===== config.mk =====
export PLATFORM = sky130hd
export DESIGN_NAME = change_event_run_reporter
export DESIGN_NICKNAME = d
export VERILOG_FILES = /design/src/hw/rtl/cerr_pkg.sv /design/src/hw/rtl/cerr_ctrl.sv /design/src/hw/rtl/cerr_datapath.sv /design/src/hw/rtl/change_event_run_reporter.sv
export SDC_FILE = /design/constraint.sdc
export NUM_CORES = 1
export LEC_CHECK = 0
export BUFFER_PORTS_ARGS = -buffer_cell sky130_fd_sc_hd__buf_4
export CELL_PAD_IN_SITES_DETAIL_PLACEMENT = 0
export CELL_PAD_IN_SITES_GLOBAL_PLACEMENT = 1
export CORE_UTILIZATION = 25
export CTS_BUF_LIST = sky130_fd_sc_hd__clkbuf_16
export CTS_CLUSTER_DIAMETER = 120
export DETAILED_ROUTE_END_ITERATION = 6
export PLACE_DENSITY = 0.39
export SLEW_MARGIN = 20
export SYNTH_ARGS = -nofsm -noshare
export SYNTH_HDL_FRONTEND = slang
export SYNTH_SLANG_ARGS = --single-unit

===== constraint.sdc =====
create_clock -name clk_i -period 4.2 [get_ports clk_i]
set_clock_uncertainty 0.05 [all_clocks]
set_input_delay 0.84 -clock clk_i [delete_from_list [all_inputs] [get_ports clk_i]]
set_output_delay 0.84 -clock clk_i [all_outputs]
set_load 0.03 [all_outputs]

===== src/hw/rtl/cerr_pkg.sv =====
// ----------------------------------------------------------------------------
// cerr_pkg
// Types, op codes and default sizes of the change-event run reporter.
// ----------------------------------------------------------------------------
package cerr_pkg;

  // Default table geometry
  localparam int StatusBytesPerGroupDef = 4;
  localparam int StatusGroupsDef        = 2;
  localparam int ValueGroupsDef         = 2;
  localparam int MaxRunDef              = 16;

  // Fixed sizes
  localparam int ValuesPerGroup = 16;
  localparam int IvSpan         = 16;
  localparam int MaxResults     = 32;

  // Op codes
  localparam logic [2:0] OpStatusUpd  = 3'd0;
  localparam logic [2:0] OpValueUpd   = 3'd1;
  localparam logic [2:0] OpStatusScan = 3'd2;
  localparam logic [2:0] OpValueScan  = 3'd3;
  localparam logic [2:0] OpValidity   = 3'd4;

  typedef struct packed {
    logic [2:0]  op;
    logic [4:0]  index;
    logic [15:0] value;
  } item_t;

  typedef struct packed {
    logic       point_type;
    logic [5:0] first_index;
    logic [4:0] count;
    logic       last;
  } desc_t;

  typedef struct packed {
    logic st_write;
    logic val_write;
    logic scan_start;
    logic iv_start;
    logic scan_step;
    logic rep_step;
  } cmd_t;

  typedef struct packed {
    logic iv_hit;
    logic scan_stop;
    logic rep_last;
  } sts_t;

  typedef enum logic [2:0] {
    StIdle   = 3'b001,
    StScan   = 3'b010,
    StReport = 3'b100
  } state_e;

endpackage


===== src/hw/rtl/cerr_ctrl.sv =====
// ----------------------------------------------------------------------------
// cerr_ctrl
// Sequencer: decodes accepted transactions and steps scans and group reports.
// ----------------------------------------------------------------------------
module cerr_ctrl import cerr_pkg::*; (
  input  logic       clk_i,
  input  logic       rst_ni,
  input  logic       start_i,
  input  logic [2:0] op_i,
  input  sts_t       sts_i,
  output cmd_t       cmd_o,
  output logic       busy_o
);

  state_e state_q, state_d;

  always_comb begin
    state_d = state_q;
    cmd_o   = '0;
    case (state_q)
      StIdle: begin
        if (start_i) begin
          case (op_i)
            OpStatusUpd: cmd_o.st_write = 1'b1;
            OpValueUpd:  cmd_o.val_write = 1'b1;
            OpStatusScan, OpValueScan: begin
              cmd_o.scan_start = 1'b1;
              state_d          = StScan;
            end
            OpValidity: begin
              if (sts_i.iv_hit) begin
                cmd_o.iv_start = 1'b1;
                state_d        = StReport;
              end
            end
            default: ;
          endcase
        end
      end
      StScan: begin
        cmd_o.scan_step = 1'b1;
        if (sts_i.scan_stop) state_d = StIdle;
      end
      StReport: begin
        cmd_o.rep_step = 1'b1;
        if (sts_i.rep_last) state_d = StIdle;
      end
      default: state_d = StIdle;
    endcase
  end

  always_ff @(posedge clk_i or negedge rst_ni) begin
    if (!rst_ni) begin
      state_q <= StIdle;
    end else begin
      state_q <= state_d;
    end
  end

  assign busy_o = (state_q != StIdle);

endmodule


===== src/hw/rtl/cerr_datapath.sv =====
// ----------------------------------------------------------------------------
// cerr_datapath
// Point tables, pending marks, scan walker, group reporter and result register.
// ----------------------------------------------------------------------------
module cerr_datapath import cerr_pkg::*; #(
  parameter int STATUS_BYTES_PER_GROUP = StatusBytesPerGroupDef,
  parameter int STATUS_GROUPS          = StatusGroupsDef,
  parameter int VALUE_GROUPS           = ValueGroupsDef,
  parameter int MAX_RUN                = MaxRunDef
) (
  input  logic  clk_i,
  input  logic  rst_ni,
  input  item_t item_i,
  input  cmd_t  cmd_i,
  output sts_t  sts_o,
  output logic  result_valid_o,
  output desc_t result_o
);

  localparam int Spg    = STATUS_BYTES_PER_GROUP * 8;
  localparam int St     = Spg * STATUS_GROUPS;
  localparam int Sb     = STATUS_BYTES_PER_GROUP * STATUS_GROUPS;
  localparam int Vt     = ValuesPerGroup * VALUE_GROUPS;
  localparam int SbW    = $clog2(Sb);
  localparam int SidxW  = $clog2(St);
  localparam int VidxW  = $clog2(Vt);
  localparam int PtrW   = $clog2(((St > Vt) ? St : Vt) + 1);
  localparam int LeftW  = $clog2(((Spg > IvSpan) ? Spg : IvSpan) + 1);

  // Tables
  logic [7:0]               st_bits_q [Sb];
  logic [7:0]               st_bits_d [Sb];
  logic [St-1:0]            st_pend_q, st_pend_d;
  logic [STATUS_GROUPS-1:0] st_inv_q, st_inv_d;
  logic [15:0]              mv_q [Vt];
  logic [15:0]              mv_d [Vt];
  logic [Vt-1:0]            val_pend_q, val_pend_d;
  logic [VALUE_GROUPS-1:0]  val_inv_q, val_inv_d;

  // Scan and report state
  logic             type_q, type_d;
  logic [PtrW-1:0]  ptr_q, ptr_d;
  logic             run_open_q, run_open_d;
  logic [PtrW-1:0]  run_first_q, run_first_d;
  logic [4:0]       run_len_q, run_len_d;
  logic             held_valid_q, held_valid_d;
  logic [PtrW-1:0]  held_first_q, held_first_d;
  logic [4:0]       held_len_q, held_len_d;
  logic [5:0]       k_q, k_d;
  logic [5:0]       rep_pos_q, rep_pos_d;
  logic [LeftW-1:0] rep_left_q, rep_left_d;

  // Result register
  logic  out_valid_q, out_valid_d;
  desc_t out_q, out_d;

  logic             st_in_range, val_in_range;
  logic [7:0]       byte_change;
  logic             iv_flag, iv_hit, iv_type;
  logic [5:0]       iv_base;
  logic [LeftW-1:0] iv_left;
  logic [PtrW-1:0]  scan_size;
  logic             at_end, pend_bit, scan_stop;

  // Update and validity decode
  always_comb begin
    st_in_range  = (32'(item_i.index) < Sb);
    val_in_range = (32'(item_i.index) < Vt);
    byte_change  = st_bits_q[item_i.index[SbW-1:0]] ^ item_i.value[7:0];
    iv_flag      = item_i.value[0];
    iv_hit       = 1'b0;
    iv_type      = 1'b0;
    iv_base      = '0;
    iv_left      = LeftW'(Spg);
    for (int g = 0; g < STATUS_GROUPS; g++) begin
      if (item_i.index == 5'(g)) begin
        iv_hit  = (st_inv_q[g] != iv_flag);
        iv_base = 6'(g * Spg);
      end
    end
    for (int g = 0; g < VALUE_GROUPS; g++) begin
      if (item_i.index == 5'(g + 2)) begin
        iv_hit  = (val_inv_q[g] != iv_flag);
        iv_type = 1'b1;
        iv_base = 6'(g * ValuesPerGroup);
        iv_left = LeftW'(ValuesPerGroup);
      end
    end
  end

  // Scan walker status
  always_comb begin
    scan_size = type_q ? PtrW'(Vt) : PtrW'(St);
    at_end    = (ptr_q == scan_size);
    if (at_end) begin
      pend_bit = 1'b0;
    end else if (type_q) begin
      pend_bit = val_pend_q[ptr_q[VidxW-1:0]];
    end else begin
      pend_bit = st_pend_q[ptr_q[SidxW-1:0]];
    end
    scan_stop = !run_open_q && (at_end || (pend_bit && (k_q >= 6'(MaxResults))));
  end

  assign sts_o.iv_hit    = iv_hit;
  assign sts_o.scan_stop = scan_stop;
  assign sts_o.rep_last  = (rep_left_q <= LeftW'(IvSpan));

  always_comb begin
    st_bits_d    = st_bits_q;
    st_pend_d    = st_pend_q;
    st_inv_d     = st_inv_q;
    mv_d         = mv_q;
    val_pend_d   = val_pend_q;
    val_inv_d    = val_inv_q;
    type_d       = type_q;
    ptr_d        = ptr_q;
    run_open_d   = run_open_q;
    run_first_d  = run_first_q;
    run_len_d    = run_len_q;
    held_valid_d = held_valid_q;
    held_first_d = held_first_q;
    held_len_d   = held_len_q;
    k_d          = k_q;
    rep_pos_d    = rep_pos_q;
    rep_left_d   = rep_left_q;
    out_valid_d  = 1'b0;
    out_d        = out_q;

    if (cmd_i.st_write && st_in_range) begin
      st_bits_d[item_i.index[SbW-1:0]] = item_i.value[7:0];
      for (int b = 0; b < Sb; b++) begin
        if (item_i.index == 5'(b)) begin
          st_pend_d[b*8 +: 8] = st_pend_q[b*8 +: 8] | byte_change;
        end
      end
    end

    if (cmd_i.val_write && val_in_range &&
        (mv_q[item_i.index[VidxW-1:0]] != item_i.value)) begin
      mv_d[item_i.index[VidxW-1:0]]       = item_i.value;
      val_pend_d[item_i.index[VidxW-1:0]] = 1'b1;
    end

    if (cmd_i.iv_start) begin
      for (int g = 0; g < STATUS_GROUPS; g++) begin
        if (item_i.index == 5'(g)) st_inv_d[g] = iv_flag;
      end
      for (int g = 0; g < VALUE_GROUPS; g++) begin
        if (item_i.index == 5'(g + 2)) val_inv_d[g] = iv_flag;
      end
      type_d     = iv_type;
      rep_pos_d  = iv_base;
      rep_left_d = iv_left;
    end

    if (cmd_i.scan_start) begin
      type_d       = item_i.op[0];
      ptr_d        = '0;
      run_open_d   = 1'b0;
      held_valid_d = 1'b0;
      k_d          = '0;
    end

    if (cmd_i.scan_step) begin
      if (run_open_q) begin
        if (pend_bit && (run_len_q < 5'(MAX_RUN))) begin
          // extend the run
          if (type_q) val_pend_d[ptr_q[VidxW-1:0]] = 1'b0;
          else        st_pend_d[ptr_q[SidxW-1:0]]  = 1'b0;
          run_len_d = run_len_q + 5'd1;
          ptr_d     = ptr_q + PtrW'(1);
        end else begin
          // close the run; release the previously held one
          if (held_valid_q) begin
            out_valid_d       = 1'b1;
            out_d.point_type  = type_q;
            out_d.first_index = 6'(held_first_q);
            out_d.count       = held_len_q;
            out_d.last        = 1'b0;
          end
          held_valid_d = 1'b1;
          held_first_d = run_first_q;
          held_len_d   = run_len_q;
          run_open_d   = 1'b0;
          k_d          = k_q + 6'd1;
        end
      end else if (scan_stop) begin
        // flush the held run as the final transaction
        if (held_valid_q) begin
          out_valid_d       = 1'b1;
          out_d.point_type  = type_q;
          out_d.first_index = 6'(held_first_q);
          out_d.count       = held_len_q;
          out_d.last        = 1'b1;
        end
        held_valid_d = 1'b0;
      end else if (pend_bit) begin
        if (type_q) val_pend_d[ptr_q[VidxW-1:0]] = 1'b0;
        else        st_pend_d[ptr_q[SidxW-1:0]]  = 1'b0;
        run_open_d  = 1'b1;
        run_first_d = ptr_q;
        run_len_d   = 5'd1;
        ptr_d       = ptr_q + PtrW'(1);
      end else begin
        ptr_d = ptr_q + PtrW'(1);
      end
    end

    if (cmd_i.rep_step) begin
      out_valid_d       = 1'b1;
      out_d.point_type  = type_q;
      out_d.first_index = rep_pos_q;
      out_d.count       = (rep_left_q > LeftW'(IvSpan)) ? 5'(IvSpan) : 5'(rep_left_q);
      out_d.last        = (rep_left_q <= LeftW'(IvSpan));
      rep_left_d        = rep_left_q - LeftW'(IvSpan);
      rep_pos_d         = rep_pos_q + 6'(IvSpan);
    end
  end

  always_ff @(posedge clk_i or negedge rst_ni) begin
    if (!rst_ni) begin
      for (int b = 0; b < Sb; b++) st_bits_q[b] <= '0;
      for (int v = 0; v < Vt; v++) mv_q[v] <= '0;
      st_pend_q    <= '0;
      st_inv_q     <= '1;
      val_pend_q   <= '0;
      val_inv_q    <= '1;
      type_q       <= 1'b0;
      ptr_q        <= '0;
      run_open_q   <= 1'b0;
      run_len_q    <= '0;
      held_valid_q <= 1'b0;
      k_q          <= '0;
      rep_left_q   <= '0;
      out_valid_q  <= 1'b0;
    end else begin
      st_bits_q    <= st_bits_d;
      mv_q         <= mv_d;
      st_pend_q    <= st_pend_d;
      st_inv_q     <= st_inv_d;
      val_pend_q   <= val_pend_d;
      val_inv_q    <= val_inv_d;
      type_q       <= type_d;
      ptr_q        <= ptr_d;
      run_open_q   <= run_open_d;
      run_len_q    <= run_len_d;
      held_valid_q <= held_valid_d;
      k_q          <= k_d;
      rep_left_q   <= rep_left_d;
      out_valid_q  <= out_valid_d;
    end
  end

  // Payload registers, no reset
  always_ff @(posedge clk_i) begin
    run_first_q  <= run_first_d;
    held_first_q <= held_first_d;
    held_len_q   <= held_len_d;
    rep_pos_q    <= rep_pos_d;
    out_q        <= out_d;
  end

  assign result_valid_o = out_valid_q;
  assign result_o       = out_q;

endmodule


===== src/hw/rtl/change_event_run_reporter.sv =====
// ----------------------------------------------------------------------------
// change_event_run_reporter
// Change-marked status and value tables with run-length change reporting.
//
//   channel   | ports                          | handshake
//   ----------+--------------------------------+----------------------------
//   command   | start, busy, item_i            | taken when start && !busy
//   result    | result_valid_o, result_o       | one-cycle strobe, no stall
//
// Updates leave busy low. A scan walks the marks one per cycle, with an extra
// step wherever a run closes; the status table holds 64 points. A validity
// change reports its group as 16-entry descriptors, one per cycle. Each
// descriptor is registered before it shows on the result port.
// After reset all tables and marks are clear and every group is invalid.
// ----------------------------------------------------------------------------
module change_event_run_reporter import cerr_pkg::*; #(
  parameter int STATUS_BYTES_PER_GROUP = StatusBytesPerGroupDef,
  parameter int STATUS_GROUPS          = StatusGroupsDef,
  parameter int VALUE_GROUPS           = ValueGroupsDef,
  parameter int MAX_RUN                = MaxRunDef
) (
  input  logic  clk_i,
  input  logic  rst_ni,
  input  logic  start,
  output logic  busy,
  input  item_t item_i,
  output logic  result_valid_o,
  output desc_t result_o
);

  cmd_t cmd;
  sts_t sts;

  cerr_ctrl u_ctrl (
    .clk_i  (clk_i),
    .rst_ni (rst_ni),
    .start_i(start),
    .op_i   (item_i.op),
    .sts_i  (sts),
    .cmd_o  (cmd),
    .busy_o (busy)
  );

  cerr_datapath #(
    .STATUS_BYTES_PER_GROUP(STATUS_BYTES_PER_GROUP),
    .STATUS_GROUPS         (STATUS_GROUPS),
    .VALUE_GROUPS          (VALUE_GROUPS),
    .MAX_RUN               (MAX_RUN)
  ) u_datapath (
    .clk_i         (clk_i),
    .rst_ni        (rst_ni),
    .item_i        (item_i),
    .cmd_i         (cmd),
    .sts_o         (sts),
    .result_valid_o(result_valid_o),
    .result_o      (result_o)
  );

endmodule


[Yosys cells after proc, flatten, opt, wreduce, memory -nomap -nowiden]
Index checks and enable logic that the tools add are counted.
W data, S select, Z words.
Word-level totals
  bits in registers: 743
  bits of input ports: 27
  output and inout port bits: 15
  word-level logic and storage cells: 278
Cells by class
  add/sub/neg operators: 5
  $lt $le $gt $ge: 15
  eq/ne operators: 29
  muxes and demuxes: 117
  bitwise logic cells: 19
  reduce and logical (&&, ||, !) cells: 30
Operators with widths (number)
  $bwmux W512: 1
  $mux W64: 7
  $mux W32: 7
  $mux W13: 7
  $mux W8: 11
  $bmux W16 S5: 1
  $demux W16 S5: 1
  $mux W6: 13
  $and A64 B64 Y64: 1
  $bwmux W64: 1
  $not A64 Y64: 1
  $or A8 B8 Y8: 8
  $mux W16: 3
  $mux W7: 6
  $mux W1: 39
  $and A32 B32 Y32: 1
  $not A32 Y32: 1
  $or A32 B32 Y32: 1
  $mux W5: 5
  $bmux W8 S3: 1
  $demux W8 S3: 1
  $eq A5 B3 Y1 const B: 4
  $ne A16 B16 Y1: 1
  $ge A6 B6 Y1 const B: 2
  other kinds (52): 91

[Logic depth before layout (Yosys ltp)]
  depth after elaboration: 17
  mapped depth: 19

[Modules after synthesis]
From an unflattened synthesis, not the netlist that was laid out.
Second synthesis, totals
  cells, all modules: 2561
  area total of the unflattened synthesis: 34473.1 um^2
Modules (own cells, without submodules)
  cerr_datapath: times used 1, cells an instance 2538, area each 34230.3 um^2, sequential area each 18482.7 um^2
  cerr_ctrl: times used 1, cells an instance 23, area each 242.7 um^2, sequential area each 76.3 um^2

[Least setup slack after synthesis]
OpenSTA, ideal clock, no wires.
  path type: input -> register
  from: input port item_i[17] in the netlist's numbering
  to: register u_datapath.mv_q[198] in the netlist's numbering
  setup time: 0.125 ns
  arrival time: 4.312 ns
  path slack: -0.287 ns
  cell stages on the path: 17
  cells stage by stage: buf_6 -> buf_4 -> buf_4 -> buf_4 -> buf_2 -> clkbuf_1 -> mux2i_1 -> a21oi_1 -> a311oi_1 -> o31ai_1 -> xor2_1 -> or4_1 -> buf_6 -> buf_12 -> nand4_4 -> buf_12 -> mux2_4
Between the ends
  cells in the longest elaborated chain, start to end: 6
Ends and longest elaborated chain
  start, declared: line change_event_run_reporter.sv:26  | input item_t item_i,
  $not A5 Y6 (not written as such) *: line cerr_datapath.sv:140, cerr_datapath.sv:141
  $bmux W16 S5 (tied with other cells): line cerr_datapath.sv:140  | (mv_q[item_i.index[VidxW-1:0]] != item_i.value)) begin
  $mux W16 (not written as such) / $logic_and A1 B1 Y1 (equally long branches): line cerr_datapath.sv:140, cerr_datapath.sv:141
  $mux W16 (on tied branches): line cerr_datapath.sv:140, cerr_datapath.sv:141
  $ne A16 B16 Y1 / $demux W16 S5 (equally long branches): line cerr_datapath.sv:140, cerr_datapath.sv:141
  $logic_and A1 B1 Y1 / $bwmux W512 (equally long branches): line cerr_datapath.sv:139, cerr_datapath.sv:141
  end signal, assigned: line cerr_datapath.sv:239  | mv_q <= mv_d;
  end, declared: line cerr_datapath.sv:35  | logic [15:0] mv_q [Vt];
Mark *: on every way between the ends. The rest lies on a longest branch, timed or not. The select of a mux whose other input is x is not followed.
A chain may end at the register's enable or synchronous reset.

[Final worst setup path]
  from: input port item_i[16] in the netlist's numbering
  to: register u_datapath.mv_q[117] in the netlist's numbering
The elaborated chain is that of the path after synthesis.

==> run_results.csv <==
group,metric,value,unit
global_route,grt_pass1_vias,24560,
yosys,syn-instance-count,2518,
finish,drive_gt1_frac,0.4295,
yosys,postSynthNetCount,2554,
clock_network,clk_path_buf_depth,3,
die,ios,42,
clock_network,cts.reportedPaths.clkPinSlew,0.06,ns
global_route,grtUsageTotal,0.1789,
job,cap_violations,0,
worst_setup_path,end_kind,"flip-flop",
worst_setup_path,crit_fanout,17,
timing,worstMarginPinSlew,1.114,ns
worst_setup_path,setup.worst_path.end,"u_datapath.mv_q[117]$_DFFE_PN0P_",
worst_setup_path,required,4.72,ns
yosys,synth_edf_count,32,
clock_network,hold_buffers,0,
finish,syn_to_final_growth,24.98,%
worst_setup_path,reg2reg_to,"u_datapath.mv_q[117]$_DFFE_PN0P_",
timing,achievable-frequency,236.0,MHz
place,place.gp.congestion,0.7915,
timing,slew_headroom,0.2523,
worst_setup_path,cp.arrival,4.76,ns
place,portBuffers,41,
timing,min_period_over_period,1.009,
route,dr_total_vias,22650,
clock_network,clk_latency,0.70,ns
place,dp_worst_setup_slack,-1.231,ns
worst_setup_path,critPathLaunch,"item_i[16]",
yosys,synthFlopType,"dfrtp_1",
worst_setup_path,worstSetupPathType,"in -> reg",
finish,instances_no_fill,4779,
worst_setup_path,cp-start-kind,"input pin",
global_route,grt_max_degree,77,
pwr,leakagePower,21.20,nW
die,dieWidth,379.0,µm
yosys,synth.distinct_cells,70,
route,drt-total-wl,127.3,mm
finish,n_fill_cell,14030,
route,drt_iter0_drc,1376,
worst_setup_path,r2r_slack,0.06,ns
yosys,synth_area,35520,µm²
global_route,antenna_found_initial,3,
run_status,outcome,"finished with violations",
timing,hold_violations,0,
route,drtPass1Iterations,5,
yosys,async_flop_share,0.9565,
die,die_y,379.0,µm
timing,min_period,4.237,ns
die,rows,137,
global_route,grt_pass1_wl,184.6,mm
timing,final-setup-viol-count,16,
yosys,yosysWarnings,0,
die,start_util,0.2534,
min_path,hold_class,"in -> async",
global_route,grt_overflow_total,0,
clock_network,numCtsBuffers,93,
clock_network,root_buffer,"clkbuf_16",
route,antenna_left,0,
worst_setup_path,worstRegToRegCells,11,
clock_network,h-tree-depth,3,
yosys,synth-seq-cells,735,
place,dpl.hpwl,87.54,mm
die,dieArea,143600,µm²
route,post_drt_wl_per_cell,26.63,µm
yosys,yosysSeqAreaShare,0.5224,
die,design.core.area,140200,µm²
place,dp.cells,4584,
run_status,violations,"setup timing",
route,via_per_inst,4.740,
pwr,peakVddDrop,263.7,µV
worst_setup_path,r2r-start,"u_datapath.mv_q[456]$_DFFE_PN0P_",
timing,setup_ws,-0.03661,ns
clock_network,clock-sinks,735,
pwr,powerDensity,384.8,nW/µm²
clock_network,cts_tree,"yes",
yosys,postSynthAreaPerCell,14.11,µm²
timing,maxSlewViolCount,0,
route,route.detailed.drc,0,
timing,tns,-0.2082,ns
finish,fin_nets,2857,
==> stage by stage <==
step                      hold WS (ns)    util  instance area, µm²  total power, W
after floorplan                 0.3503       -               35870        0.008561
after global placement          0.3515  0.2921               40960        0.009424
after CTS                       0.2129  0.3149               44150         0.01739
after global routing            0.2317  0.3166               44390         0.01783
final                           0.2194  0.3166               44400         0.01708
after detailed placement        0.3556  0.2922               40970        0.009452
==> flip-flops by register name, indices dropped and copies added (netlist names), 3 cells and up <==
| register | count |
|---|---|
| u_datapath.run_len_q | 5 |
| u_datapath.mv_q | 512 |
| u_ctrl.state_q | 3 |
| u_datapath.k_q | 6 |
| u_datapath.val_pend_q | 32 |
| u_datapath.held_first_q | 6 |
| u_datapath.ptr_q | 7 |
| u_datapath.st_bits_q | 64 |
| u_datapath.held_len_q | 5 |
| u_datapath.run_first_q | 6 |
| u_datapath.st_pend_q | 64 |
| u_datapath.result_o | 13 |
==> logic make-up after synthesis <==
kind of cell,count (synthesis),share of synthesized area
xor+xnor,28,0.006903
flops,735,0.5224
buf+inv,262,0.04399
fa+ha+maj,9,0.003170
simple gates,329,0.05903
mux,830,0.3077
compound gates,325,0.05674
==> routing by layer <==
| layer | track usage | routed length, µm | vias to the layer above |
|---|---|---|---|
| li1 | - | - | 9913 |
| met1 | 0.2552 | 61410 | 12190 |
| met2 | 0.2758 | 57620 | 415 |
| met3 | 0.03430 | 5794 | 138 |
| met4 | 0.04610 | 2428 | 2 |
| met5 | 0 | 13 | - |
==> report_power, final <==
| part | switching [W] | internal [W] | total [W] |
|---|---|---|---|
| combinational | 0.00101 | 0.000760 | 0.00177 |
| clock | 0.00328 | 0.00446 | 0.00773 |
| sequential | 0.000170 | 0.00741 | 0.00758 |
==> Yosys cell counts, types with 7 or more instances <==
| cell | number | area [µm²] |
|---|---|---|
| nand2b_1 | 11 | 68.82 |
| a22oi_1 | 37 | 277.8 |
| o211ai_1 | 10 | 75.07 |
| mux2_4 | 126 | 1892 |
| nand3_1 | 30 | 150.1 |
| nor2b_1 | 17 | 106.4 |
| edfxtp_1 | 32 | 960.9 |
| mux2_1 | 144 | 1622 |
| xor2_1 | 13 | 113.9 |
| nand4_4 | 27 | 574.3 |
| and3_1 | 13 | 81.33 |
| nand2_1 | 83 | 311.6 |
| nor4_1 | 17 | 106.4 |
| buf_2 | 25 | 125.1 |
| xnor2_1 | 15 | 131.4 |
| mux2i_1 | 122 | 1221 |
| a21oi_1 | 173 | 865.8 |
| nor2_1 | 57 | 214.0 |
| a211oi_1 | 8 | 60.06 |
| buf_8 | 13 | 195.2 |
| a22o_1 | 9 | 78.83 |
| a221oi_1 | 7 | 61.31 |
| clkbuf_1 | 119 | 446.7 |
| inv_1 | 49 | 183.9 |
| nor3_1 | 30 | 150.1 |
| o22ai_1 | 9 | 56.30 |
| mux2_2 | 326 | 3671 |
| buf_1 | 12 | 45.04 |
| o21ai_0 | 20 | 100.1 |
| buf_12 | 18 | 360.4 |
| buf_4 | 17 | 127.6 |
| ha_1 | 9 | 112.6 |
| and2_1 | 23 | 143.9 |
| dfrtp_1 | 698 | 17470 |
| mux4_2 | 111 | 2500 |
==> worst min-delay path by stage <==
stage / start / endpoint / slack (ns)
floorplan: u_datapath.run_first_q[0]$_DFFE_PP_ / u_datapath.held_first_q[0]$_DFFE_PP_ / 0.35
global placement: u_datapath.run_first_q[1]$_DFFE_PP_ / u_datapath.held_first_q[1]$_DFFE_PP_ / 0.35
detailed placement: u_datapath.run_first_q[1]$_DFFE_PP_ / u_datapath.held_first_q[1]$_DFFE_PP_ / 0.36
CTS: rst_ni / u_datapath.mv_q[234]$_DFFE_PN0P_ / 0.21
global route: rst_ni / u_datapath.mv_q[250]$_DFFE_PN0P_ / 0.23
finish: rst_ni / u_datapath.mv_q[250]$_DFFE_PN0P_ / 0.22
==> what timing repair did <==
action                                  4_1_cts  5_1_grt
cloned                                        2        4
endpoints found under the setup margin      544      580
setup buffers                                 7        6
gates resized for setup                      24       20
pin swaps                                     5        8
==> worst max-delay path: stages <==
cell       delay, ns
buf_16          0.17
buf_12          0.17
buf_12          0.10
mux4_2          0.51
o211ai_1        0.29
o211ai_1        0.15
a311oi_1        0.28
xnor2_1         0.12
or4_1           0.49
or4_4           0.62
clkbuf_16       0.25
nand4_4         0.18
clkbuf_16       0.20
mux2_2          0.33
==> cells in the final DEF (no fill, tap or decap), drive strengths merged, types with 10 or more instances in the layout <==
cell / count
dfrtp: 698
mux2: 596
buf: 413
a21oi: 173
mux2i: 122
mux4: 112
clkbuf: 99
nand2: 83
inv: 68
nor2: 57
clkinv: 50
a22oi: 37
nand3: 33
nand4: 33
edfxtp: 32
nor3: 30
and2: 24
o21ai: 20
nor4: 18
nor2b: 17
xnor2: 15
and3: 13
xor2: 13
nand2b: 11
o211ai: 10
==> cell type report <==
class / count / area, µm² / area share
Clock buffer: 95 / 2377 / 0.05354
Clock inverter: 78 / 540.5 / 0.01217
Tap cell: 1876 / 2347 / 0.05287
Antenna cell: 4 / 10.01 / 0.0002254
Timing Repair Buffer: 418 / 4459 / 0.1004
Sequential cell: 735 / 18560 / 0.4181
Inverter: 52 / 195.2 / 0.004396
Multi-Input combinational cell: 1521 / 15910 / 0.3583
Power figures use the tool's default switching activity.
